==> config.mk <==
export PLATFORM = sky130hd
export DESIGN_NAME = touch_swipe_classifier_unit
export DESIGN_NICKNAME = d
export VERILOG_FILES = /design/src/sv/tsc_pkg.sv /design/src/sv/tsc_front.sv /design/src/sv/tsc_queue.sv /design/src/sv/tsc_back.sv /design/src/sv/touch_swipe_classifier_unit.sv
export VERILOG_INCLUDE_DIRS = /design/src /design/src/sv
export SDC_FILE = /design/constraint.sdc
export NUM_CORES = 1
export LEC_CHECK = 0
export ABC_AREA = 1
export BUFFER_PORTS_ARGS = -buffer_cell sky130_fd_sc_hd__buf_2
export CORE_AREA = 2 2 237 239
export CTS_BUF_LIST = sky130_fd_sc_hd__clkbuf_2 sky130_fd_sc_hd__clkbuf_4 sky130_fd_sc_hd__clkbuf_8
export DETAILED_ROUTE_END_ITERATION = 8
export DIE_AREA = 0 0 239 241
export PLACE_DENSITY = 0.38
export SETUP_SLACK_MARGIN = 0.3
export SYNTH_ARGS = -nofsm -noshare
export SYNTH_HDL_FRONTEND = slang
export SYNTH_SLANG_ARGS = --single-unit
==> constraint.sdc <==
create_clock -name clk -period 4 [get_ports clk]
set_input_delay 0.2 -clock clk [delete_from_list [all_inputs] [get_ports clk]]
set_output_delay 0.2 -clock clk [all_outputs]
set_load 0.1 [all_outputs]
==> src/sv/assert_macros.svh <==
// assertion helpers, sampled on clk and disabled during rst
`ifndef ASSERT_MACROS_SVH
`define ASSERT_MACROS_SVH

// same-cycle implication
`define ASSERT_IMPL(lbl, ante, cons) \
  lbl: assert property (@(posedge clk) disable iff (rst) (ante) |-> (cons)) \
    else $error("assertion failed: same-cycle implication");

// next-cycle implication
`define ASSERT_NEXT(lbl, ante, cons) \
  lbl: assert property (@(posedge clk) disable iff (rst) (ante) |=> (cons)) \
    else $error("assertion failed: next-cycle implication");

`endif

==> src/sv/tsc_pkg.sv <==
package tsc_pkg;

  localparam int TYPE_BITS  = 5;
  localparam int CODE_BITS  = 10;
  localparam int VALUE_BITS = 12;
  localparam int THR_BITS   = 10;
  localparam int OUT_BITS   = 12;
  localparam int IDX_BITS   = 2;

  localparam logic [TYPE_BITS-1:0] EVT_KEY = 5'd1;
  localparam logic [TYPE_BITS-1:0] EVT_ABS = 5'd3;

  localparam logic [CODE_BITS-1:0] CODE_X     = 10'd0;
  localparam logic [CODE_BITS-1:0] CODE_Y     = 10'd1;
  localparam logic [CODE_BITS-1:0] CODE_TOUCH = 10'd330;

  localparam logic [IDX_BITS-1:0] REG_THRESHOLD = 2'd0;
  localparam logic [IDX_BITS-1:0] REG_SCALE_EN  = 2'd1;

  localparam logic [THR_BITS-1:0] THRESHOLD_RST = 10'd30;

  // x * 800 / 1024 == (x * 25) >> 5
  localparam int X_MUL   = 25;
  localparam int X_SHIFT = 5;
  // y * 480 / 600 == (4y) / 5, done as 4y * 52429 >> 18 (exact for 4y < 2^14)
  localparam int Y_PRE   = 2;
  localparam int Y_RECIP = 52429;
  localparam int Y_SHIFT = 18;

  typedef enum logic [2:0] {
    G_RIGHT = 3'd0,
    G_LEFT  = 3'd1,
    G_DOWN  = 3'd2,
    G_UP    = 3'd3,
    G_TAP   = 3'd4
  } gesture_t;

  typedef enum logic [1:0] {
    OP_X   = 2'd0,
    OP_Y   = 2'd1,
    OP_REL = 2'd2
  } op_kind_t;

endpackage

==> src/sv/tsc_front.sv <==
module tsc_front #(
  parameter int COORD_BITS = 12
) (
  input  logic                            clk,
  input  logic                            rst,
  input  logic                            in_valid,
  input  logic [tsc_pkg::TYPE_BITS-1:0]   in_type,
  input  logic [tsc_pkg::CODE_BITS-1:0]   in_code,
  input  logic [tsc_pkg::VALUE_BITS-1:0]  in_value,
  input  logic                            scale_en,
  input  logic                            q_ready,
  output logic                            in_ready,
  output logic                            push,
  output tsc_pkg::op_kind_t               push_kind,
  output logic [COORD_BITS-1:0]           push_coord
);
  import tsc_pkg::*;

  logic                      is_x;
  logic                      is_y;
  logic                      is_rel;
  logic [VALUE_BITS+4:0]     x_prod;
  logic [VALUE_BITS+1:0]     y_quad;
  logic [VALUE_BITS+17:0]    y_prod;
  logic [VALUE_BITS-1:0]     x_scaled;
  logic [VALUE_BITS-1:0]     y_scaled;
  logic [VALUE_BITS-1:0]     coord_raw;
  logic [15:0]               coord_wide;

  assign is_x   = (in_type == EVT_ABS) && (in_code == CODE_X);
  assign is_y   = (in_type == EVT_ABS) && (in_code == CODE_Y);
  assign is_rel = (in_type == EVT_KEY) && (in_code == CODE_TOUCH) && (in_value == '0);

  assign x_prod   = (VALUE_BITS+5)'(in_value) * (VALUE_BITS+5)'(X_MUL);
  assign x_scaled = x_prod[X_SHIFT +: VALUE_BITS];

  assign y_quad   = (VALUE_BITS+2)'(in_value) << Y_PRE;
  assign y_prod   = (VALUE_BITS+18)'(y_quad) * (VALUE_BITS+18)'(Y_RECIP);
  assign y_scaled = y_prod[Y_SHIFT +: VALUE_BITS];

  always_comb begin
    if (!scale_en) begin
      coord_raw = in_value;
    end else if (is_y) begin
      coord_raw = y_scaled;
    end else begin
      coord_raw = x_scaled;
    end
  end

  // stored coordinates keep COORD_BITS bits
  assign coord_wide = 16'(coord_raw);
  assign push_coord = coord_wide[COORD_BITS-1:0];

  always_comb begin
    if (is_rel) begin
      push_kind = OP_REL;
    end else if (is_y) begin
      push_kind = OP_Y;
    end else begin
      push_kind = OP_X;
    end
  end

  // ignored events are dropped here and never reach the queue
  assign in_ready = q_ready;
  assign push     = in_valid && q_ready && (is_x || is_y || is_rel);

  `include "assert_macros.svh"

  `ASSERT_IMPL(a_push_known, push, is_x || is_y || is_rel)
  `ASSERT_IMPL(a_push_ready, push, in_ready && !rst)

endmodule

==> src/sv/tsc_queue.sv <==
module tsc_queue #(
  parameter int DW = 14
) (
  input  logic          clk,
  input  logic          rst,
  input  logic          push,
  input  logic [DW-1:0] push_data,
  output logic          ready,
  input  logic          pop,
  output logic          valid,
  output logic [DW-1:0] pop_data
);
  import tsc_pkg::*;

  localparam int DEPTH = 2;

  logic [DW-1:0] slots [DEPTH];
  logic          wr_ptr;
  logic          rd_ptr;
  logic [1:0]    count;
  logic          do_push;
  logic          do_pop;

  assign ready    = (count != 2'(DEPTH)) || pop;
  assign valid    = (count != 2'd0);
  assign pop_data = slots[rd_ptr];
  assign do_push  = push && ready;
  assign do_pop   = pop && valid;

  always_ff @(posedge clk) begin
    if (do_push) begin
      slots[wr_ptr] <= push_data;
    end
  end

  always_ff @(posedge clk) begin
    if (rst) begin
      wr_ptr <= 1'b0;
      rd_ptr <= 1'b0;
      count  <= 2'd0;
    end else begin
      if (do_push) begin
        wr_ptr <= ~wr_ptr;
      end
      if (do_pop) begin
        rd_ptr <= ~rd_ptr;
      end
      count <= count + 2'(do_push) - 2'(do_pop);
    end
  end

  `include "assert_macros.svh"

  `ASSERT_IMPL(a_no_overflow, count == 2'(DEPTH) && !pop, !do_push)

endmodule

==> src/sv/tsc_back.sv <==
module tsc_back #(
  parameter int COORD_BITS = 12
) (
  input  logic                           clk,
  input  logic                           rst,
  input  logic                           q_valid,
  input  tsc_pkg::op_kind_t              q_kind,
  input  logic [COORD_BITS-1:0]          q_coord,
  output logic                           q_pop,
  input  logic [tsc_pkg::THR_BITS-1:0]   threshold,
  output logic                           out_valid,
  input  logic                           out_ready,
  output tsc_pkg::gesture_t              out_gesture,
  output logic [tsc_pkg::OUT_BITS-1:0]   out_x,
  output logic [tsc_pkg::OUT_BITS-1:0]   out_y
);
  import tsc_pkg::*;

  localparam int W = COORD_BITS + 3;

  logic [COORD_BITS-1:0] start_x;
  logic [COORD_BITS-1:0] start_y;
  logic [COORD_BITS-1:0] current_x;
  logic [COORD_BITS-1:0] current_y;
  logic                  seen_x;
  logic                  seen_y;
  // running deltas, zero while an axis is untouched
  logic signed [W-1:0]   dx;
  logic signed [W-1:0]   dy;

  logic signed [W-1:0]   coord_s;
  logic signed [W-1:0]   ax;
  logic signed [W-1:0]   ay;
  logic signed [W-1:0]   thr_s;
  logic signed [W-1:0]   thr_n;
  gesture_t              gesture_next;
  logic [15:0]           x_wide;
  logic [15:0]           y_wide;
  logic                  is_rel;

  assign is_rel = (q_kind == OP_REL);
  assign q_pop  = q_valid && (!is_rel || !out_valid || out_ready);

  assign coord_s = signed'(W'(q_coord));

  always_ff @(posedge clk) begin
    if (rst) begin
      start_x   <= '0;
      start_y   <= '0;
      current_x <= '0;
      current_y <= '0;
      seen_x    <= 1'b0;
      seen_y    <= 1'b0;
      dx        <= '0;
      dy        <= '0;
    end else if (q_pop) begin
      case (q_kind)
        OP_X: begin
          current_x <= q_coord;
          if (!seen_x) begin
            start_x <= q_coord;
            seen_x  <= 1'b1;
            dx      <= '0;
          end else begin
            dx <= coord_s - signed'(W'(start_x));
          end
        end
        OP_Y: begin
          current_y <= q_coord;
          if (!seen_y) begin
            start_y <= q_coord;
            seen_y  <= 1'b1;
            dy      <= '0;
          end else begin
            dy <= coord_s - signed'(W'(start_y));
          end
        end
        OP_REL: begin
          seen_x <= 1'b0;
          seen_y <= 1'b0;
          dx     <= '0;
          dy     <= '0;
        end
        default: begin
        end
      endcase
    end
  end

  assign ax    = (dx < 0) ? -dx : dx;
  assign ay    = (dy < 0) ? -dy : dy;
  assign thr_s = signed'(W'(threshold));
  assign thr_n = -thr_s;

  always_comb begin
    if (dx > thr_s && ax > (ay <<< 1)) begin
      gesture_next = G_RIGHT;
    end else if (dx < thr_n && ax > (ay <<< 1)) begin
      gesture_next = G_LEFT;
    end else if (dy > thr_s && ay > (ax <<< 1)) begin
      gesture_next = G_DOWN;
    end else if (dy < thr_n && ay > (ax <<< 1)) begin
      gesture_next = G_UP;
    end else begin
      gesture_next = G_TAP;
    end
  end

  assign x_wide = 16'(current_x);
  assign y_wide = 16'(current_y);

  always_ff @(posedge clk) begin
    if (q_pop && is_rel) begin
      out_gesture <= gesture_next;
      out_x       <= x_wide[OUT_BITS-1:0];
      out_y       <= y_wide[OUT_BITS-1:0];
    end
  end

  always_ff @(posedge clk) begin
    if (rst) begin
      out_valid <= 1'b0;
    end else if (q_pop && is_rel) begin
      out_valid <= 1'b1;
    end else if (out_ready) begin
      out_valid <= 1'b0;
    end
  end

  `include "assert_macros.svh"

  `ASSERT_NEXT(a_rel_result, q_pop && is_rel, out_valid)
  `ASSERT_NEXT(a_rel_clears, q_pop && is_rel, dx == '0 && dy == '0 && !seen_x && !seen_y)
  `ASSERT_IMPL(a_untouched_zero, !seen_x || !seen_y, (seen_x || dx == '0) && (seen_y || dy == '0))

endmodule

==> src/sv/touch_swipe_classifier_unit.sv <==
// Touch swipe classifier: takes touch events (type on s_tuser, code and value on s_tdata)
// at up to one per cycle and gives one result on each touch release: a gesture code
// (0 right, 1 left, 2 down, 3 up, 4 tap) with the latest x and y. X and Y axis events are
// scaled to an 800 by 480 screen when scale_enable is set, else kept raw. An event is
// decoded and scaled as it is accepted, waits in a two-entry queue and updates the gesture
// state in the next stage; a release goes through the queue and the output register to
// m_tvalid. These let input and output stall independently; the sustained rate is one
// event per cycle while m_tready is high. Config writes (index 0 swipe_threshold, index 1
// scale_enable) are always ready and are meant to come while no event is in flight.
module touch_swipe_classifier_unit #(
  parameter int COORD_BITS = 12
) (
  input  logic        clk,
  input  logic        rst,
  input  logic        s_tvalid,
  output logic        s_tready,
  input  logic [4:0]  s_tuser,   // event_type
  input  logic [23:0] s_tdata,   // event_code[9:0], event_value[21:10], zero fill
  output logic        m_tvalid,
  input  logic        m_tready,
  output logic [31:0] m_tdata,   // gesture[2:0], touch_x[14:3], touch_y[26:15], zero fill
  input  logic        cfg_valid,
  output logic        cfg_ready,
  input  logic [tsc_pkg::IDX_BITS-1:0] cfg_index,
  input  logic [tsc_pkg::THR_BITS-1:0] cfg_data
);
  import tsc_pkg::*;

  localparam int QW = COORD_BITS + 2;

  logic [THR_BITS-1:0]   swipe_threshold;
  logic                  scale_enable;

  logic                  q_ready;
  logic                  push;
  op_kind_t              push_kind;
  logic [COORD_BITS-1:0] push_coord;
  logic                  q_valid;
  logic                  q_pop;
  logic [QW-1:0]         q_data;
  op_kind_t              q_kind;
  logic [COORD_BITS-1:0] q_coord;
  gesture_t              out_gesture;
  logic [OUT_BITS-1:0]   out_x;
  logic [OUT_BITS-1:0]   out_y;

  assign cfg_ready = 1'b1;

  always_ff @(posedge clk) begin
    if (rst) begin
      swipe_threshold <= THRESHOLD_RST;
      scale_enable    <= 1'b1;
    end else if (cfg_valid) begin
      case (cfg_index)
        REG_THRESHOLD: swipe_threshold <= cfg_data;
        REG_SCALE_EN:  scale_enable    <= cfg_data[0];
        default: begin
        end
      endcase
    end
  end

  tsc_front #(.COORD_BITS(COORD_BITS)) u_front (
    .clk        (clk),
    .rst        (rst),
    .in_valid   (s_tvalid),
    .in_type    (s_tuser),
    .in_code    (s_tdata[9:0]),
    .in_value   (s_tdata[21:10]),
    .scale_en   (scale_enable),
    .q_ready    (q_ready),
    .in_ready   (s_tready),
    .push       (push),
    .push_kind  (push_kind),
    .push_coord (push_coord)
  );

  tsc_queue #(.DW(QW)) u_queue (
    .clk       (clk),
    .rst       (rst),
    .push      (push),
    .push_data ({push_kind, push_coord}),
    .ready     (q_ready),
    .pop       (q_pop),
    .valid     (q_valid),
    .pop_data  (q_data)
  );

  assign q_kind  = op_kind_t'(q_data[QW-1 -: 2]);
  assign q_coord = q_data[COORD_BITS-1:0];

  tsc_back #(.COORD_BITS(COORD_BITS)) u_back (
    .clk         (clk),
    .rst         (rst),
    .q_valid     (q_valid),
    .q_kind      (q_kind),
    .q_coord     (q_coord),
    .q_pop       (q_pop),
    .threshold   (swipe_threshold),
    .out_valid   (m_tvalid),
    .out_ready   (m_tready),
    .out_gesture (out_gesture),
    .out_x       (out_x),
    .out_y       (out_y)
  );

  assign m_tdata = {5'd0, out_y, out_x, out_gesture};

endmodule
==> flow_summary.yaml <==
status:
  status: "finished clean"
detailed_routing:
  vias: 11800
  dr.pass1.iters: 5
  postRouteAntennaNets: 0
  drt-total-wl_mm: 42.8
  viasPerCell: 4.41
  wire_per_inst_um: 16.0
  drc: 0
  drt_iter0_drc: 547
finish:
  drive_gt1_frac: 0.192
  seq_area_um2: 3510
  finalNetCount: 2275
  multi_input_area_um2: 9090
  final_cells: 2683
  syn_to_final_growth_pct: 21.6
  antenna_cells: 0
  fin_util: 0.301
  nFillCells: 5991
cts:
  clkSinkCount: 148
  cts_buffer_depth: 2
  numCtsBuffers: 17
  htree_num_levels: 4
  clk_pin_slew_worst_paths_ns: 0.10
  cts_tree: "done"
  clockRootBuffer: "clkbuf_8"
  insertion_delay_ns: 0.47
timing:
  whs_ns: 0.0521
  rsz0062_at_grt: "true"
  fmax_mhz: 253
  skew_ns: 0.0169
  setup_viol: 0
  timing_hold_violations_final: 0
  setup_tns_ns: 0
  relSlewSlack: 0.331
  period_share: 0.990
  fin_crit_ns: 3.96
  tightest_slew_ns: 1.00
  report.final.slew_viol_count: 0
global_routing:
  antenna_found_initial: 1
  grt_pass1_wl_mm: 67.9
  grt_pass1_vias: 12100
  overflow: 0
  grt_max_degree: 65
  grt_usage: 0.153
synth:
  synth_cells: 1773
  synth_ff_type: "dfxtp_1"
  ys_ff_latch: 148
  yosys-top-cells-area: "ha_1 20%, dfxtp_1 14%, edfxtp_1 12%"
  syn_avg_cell_area_um2: 7.67
  synth_area_um2: 13600
  postSynth.asyncResetShare: 0
  synth_top_area_share: 0.195
  synth_cell_types: 50
  synth_common_cells: "335 x nand2_1, 331 x inv_1, 212 x ha_1"
  yosysTopAreaCell: "ha_1"
  ys_seq_area_frac: 0.258
  ys_warn_count: 0
  synth.most_common_cell: "nand2_1"
  synth-edff-count: 55
setup_path:
  crit_path_start_kind: "input port"
  crit_path_start: "s_tdata[16]"
  rr_startpoint: "u_back.dy[0]"
  worstPathMaxFanout: 3
  reg2reg_to: "u_back.out_gesture[2]"
  r2r_cells: 21
  arrival_ns: 4.18
  end_kind: "register"
  critPathRequiredTime_ns: 4.22
  path_class: "in2reg"
  rrSetupSlack_ns: 0.61
power:
  pwr-share-clk: 0.110
  intPower_mw: 5.28
  sw_frac_of_total: 0.504
  p_leak_nw: 7.83
  p_switching_mw: 5.38
  p_seq_frac: 0.193
  power.density_nw_per_um2: 645
  peakVddDrop_v: 0.000350
  comb_power_share: 0.697
floorplanning:
  initial_core_util: 0.248
  io_pins: 81
  rows: 86
  die-area_um2: 57600
  die_w_um: 239
  coreArea_um2: 54900
  die_h_um: 241
placed_design:
  dp_hpwl_mm: 35.8
  gp_congestion: 0.892
  numPortBuffers: 72
  dpl.cell_count: 2635
run:
  drv_cap: 0
worst_hold_path:
  hold_class: "in2reg"
  min_to: "swipe_threshold[5]"
  holdPathStages: 3
  min-delay-start: "cfg_data[5]"
==> stage by stage <==
| stage | area, um^2 | worst slack [ns] | power [mW] |
|---|---|---|---|
| after floorplan | 13800 | 0.0338 | 6.77 |
| after global placement | 15700 | -0.484 | 8.95 |
| after detailed placement | 15700 | -0.569 | 8.94 |
| after CTS | 16400 | 0.0598 | 10.6 |
| after global routing | 16500 | -0.104 | 11.7 |
| final | 16500 | 0.0411 | 10.7 |
==> placed cells by master (no fill, tap or decap), drive strengths merged, types with 11 or more instances in the layout <==
| cell type | n |
|---|---|
| inv | 343 |
| nand2 | 340 |
| ha | 212 |
| buf | 189 |
| a21oi | 163 |
| nor2 | 121 |
| nand3 | 95 |
| dfxtp | 93 |
| o21ai | 84 |
| edfxtp | 55 |
| fa | 51 |
| xor2 | 32 |
| nor3 | 24 |
| nand4 | 23 |
| or2 | 20 |
| clkbuf | 17 |
| conb | 12 |
| mux2 | 11 |
==> kinds of logic (layout without fill, tap and decap cells) <==
group | after synthesis | count (layout) | share of synthesized area
and+or+nand+nor | 638 | 638 | 0.203
buffers and inverters | 372 | 568 | 0.108
AOI/OAI and AO/OA | 304 | 304 | 0.128
adders and majority gates | 263 | 263 | 0.270
DFF | 148 | 148 | 0.258
xor gates and xnor gates | 35 | 35 | 0.0225
muxes | 11 | 11 | 0.00911
other | 2 | 12 | 0.000552
==> metal layers <==
metal | share of wire | track usage | wire length (um)
met4 | 0.013 | 0.0288 | 548
met5 | 0.00016 | 0 | 7
met3 | 0.022 | 0.0174 | 924
met1 | 0.51 | 0.212 | 21900
met2 | 0.45 | 0.257 | 19400
==> sequential cells by signal, indices dropped and copies added, names as in the netlist, named ones only <==
name                cells
u_queue.slots          28
u_back.dx              13
u_back.dy              13
u_back.current_x       12
u_back.current_y       12
u_back.out_x           12
u_back.out_y           12
u_back.start_x         12
u_back.start_y         12
swipe_threshold        10
u_back.out_gesture      3
u_queue.count           2
scale_enable            1
u_back.out_valid        1
u_back.seen_x           1
u_back.seen_y           1
u_queue.rd_ptr          1
u_queue.wr_ptr          1
==> worst max-delay path by stage <==
stage,to,cells after the start
after floorplan,u_queue.slots[0][9],22
after global placement,u_queue.slots[1][11],20
after detailed placement,u_queue.slots[0][9],19
after CTS,u_queue.slots[0][10],25
after global routing,u_queue.slots[0][10],24
final,u_queue.slots[0][10],25
==> what timing repair did <==
action	in CTS	in global routing
endpoints found under the setup margin	24	26
setup buffers	5	3
pin swaps	50	33
hold buffers	8	0
gates resized for setup	68	34
endpoints found under the hold margin	9	0
==> layout make-up <==
cell class	instances	share of cell area
Tap cell	704	0.0533
Timing Repair Buffer	197	0.0830
Inverter	339	0.0775
Sequential cell	148	0.212
Multi-Input combinational cell	1263	0.550
Clock inverter	15	0.00976
Clock buffer	17	0.0141
==> power by group through the flow <==
| stage | registers (mW) | logic [mW] | clock network, mW |
|---|---|---|---|
| 2_1_floorplan | 2.37 | 4.40 | 0 |
| 3_3_place_gp | 2.10 | 6.86 | 0 |
| 3_5_place_dp | 2.10 | 6.84 | 0 |
| 4_1_cts | 2.06 | 7.29 | 1.23 |
| 5_1_grt | 2.09 | 8.34 | 1.28 |
| 6_report | 2.06 | 7.44 | 1.17 |
==> worst max-delay path, stage by stage <==
cell and delay, ns:
buf_8 0.07, clkinvlp_4 0.09, ha_4 0.28, inv_2 0.04
fa_2 0.51, buf_6 0.14, fa_1 0.49, inv_2 0.04
fa_1 0.47, inv_1 0.05, fa_1 0.50, inv_2 0.05
ha_4 0.27, buf_6 0.11, nand2_4 0.05, nand2_4 0.09
a21oi_2 0.05, o21bai_1 0.17, nand2_1 0.10, nand3_1 0.09
nand2_1 0.07, nand3_2 0.08, nand2_1 0.06, nand2_1 0.07
nand2_2 0.06
(Power assumes the default switching activity.)
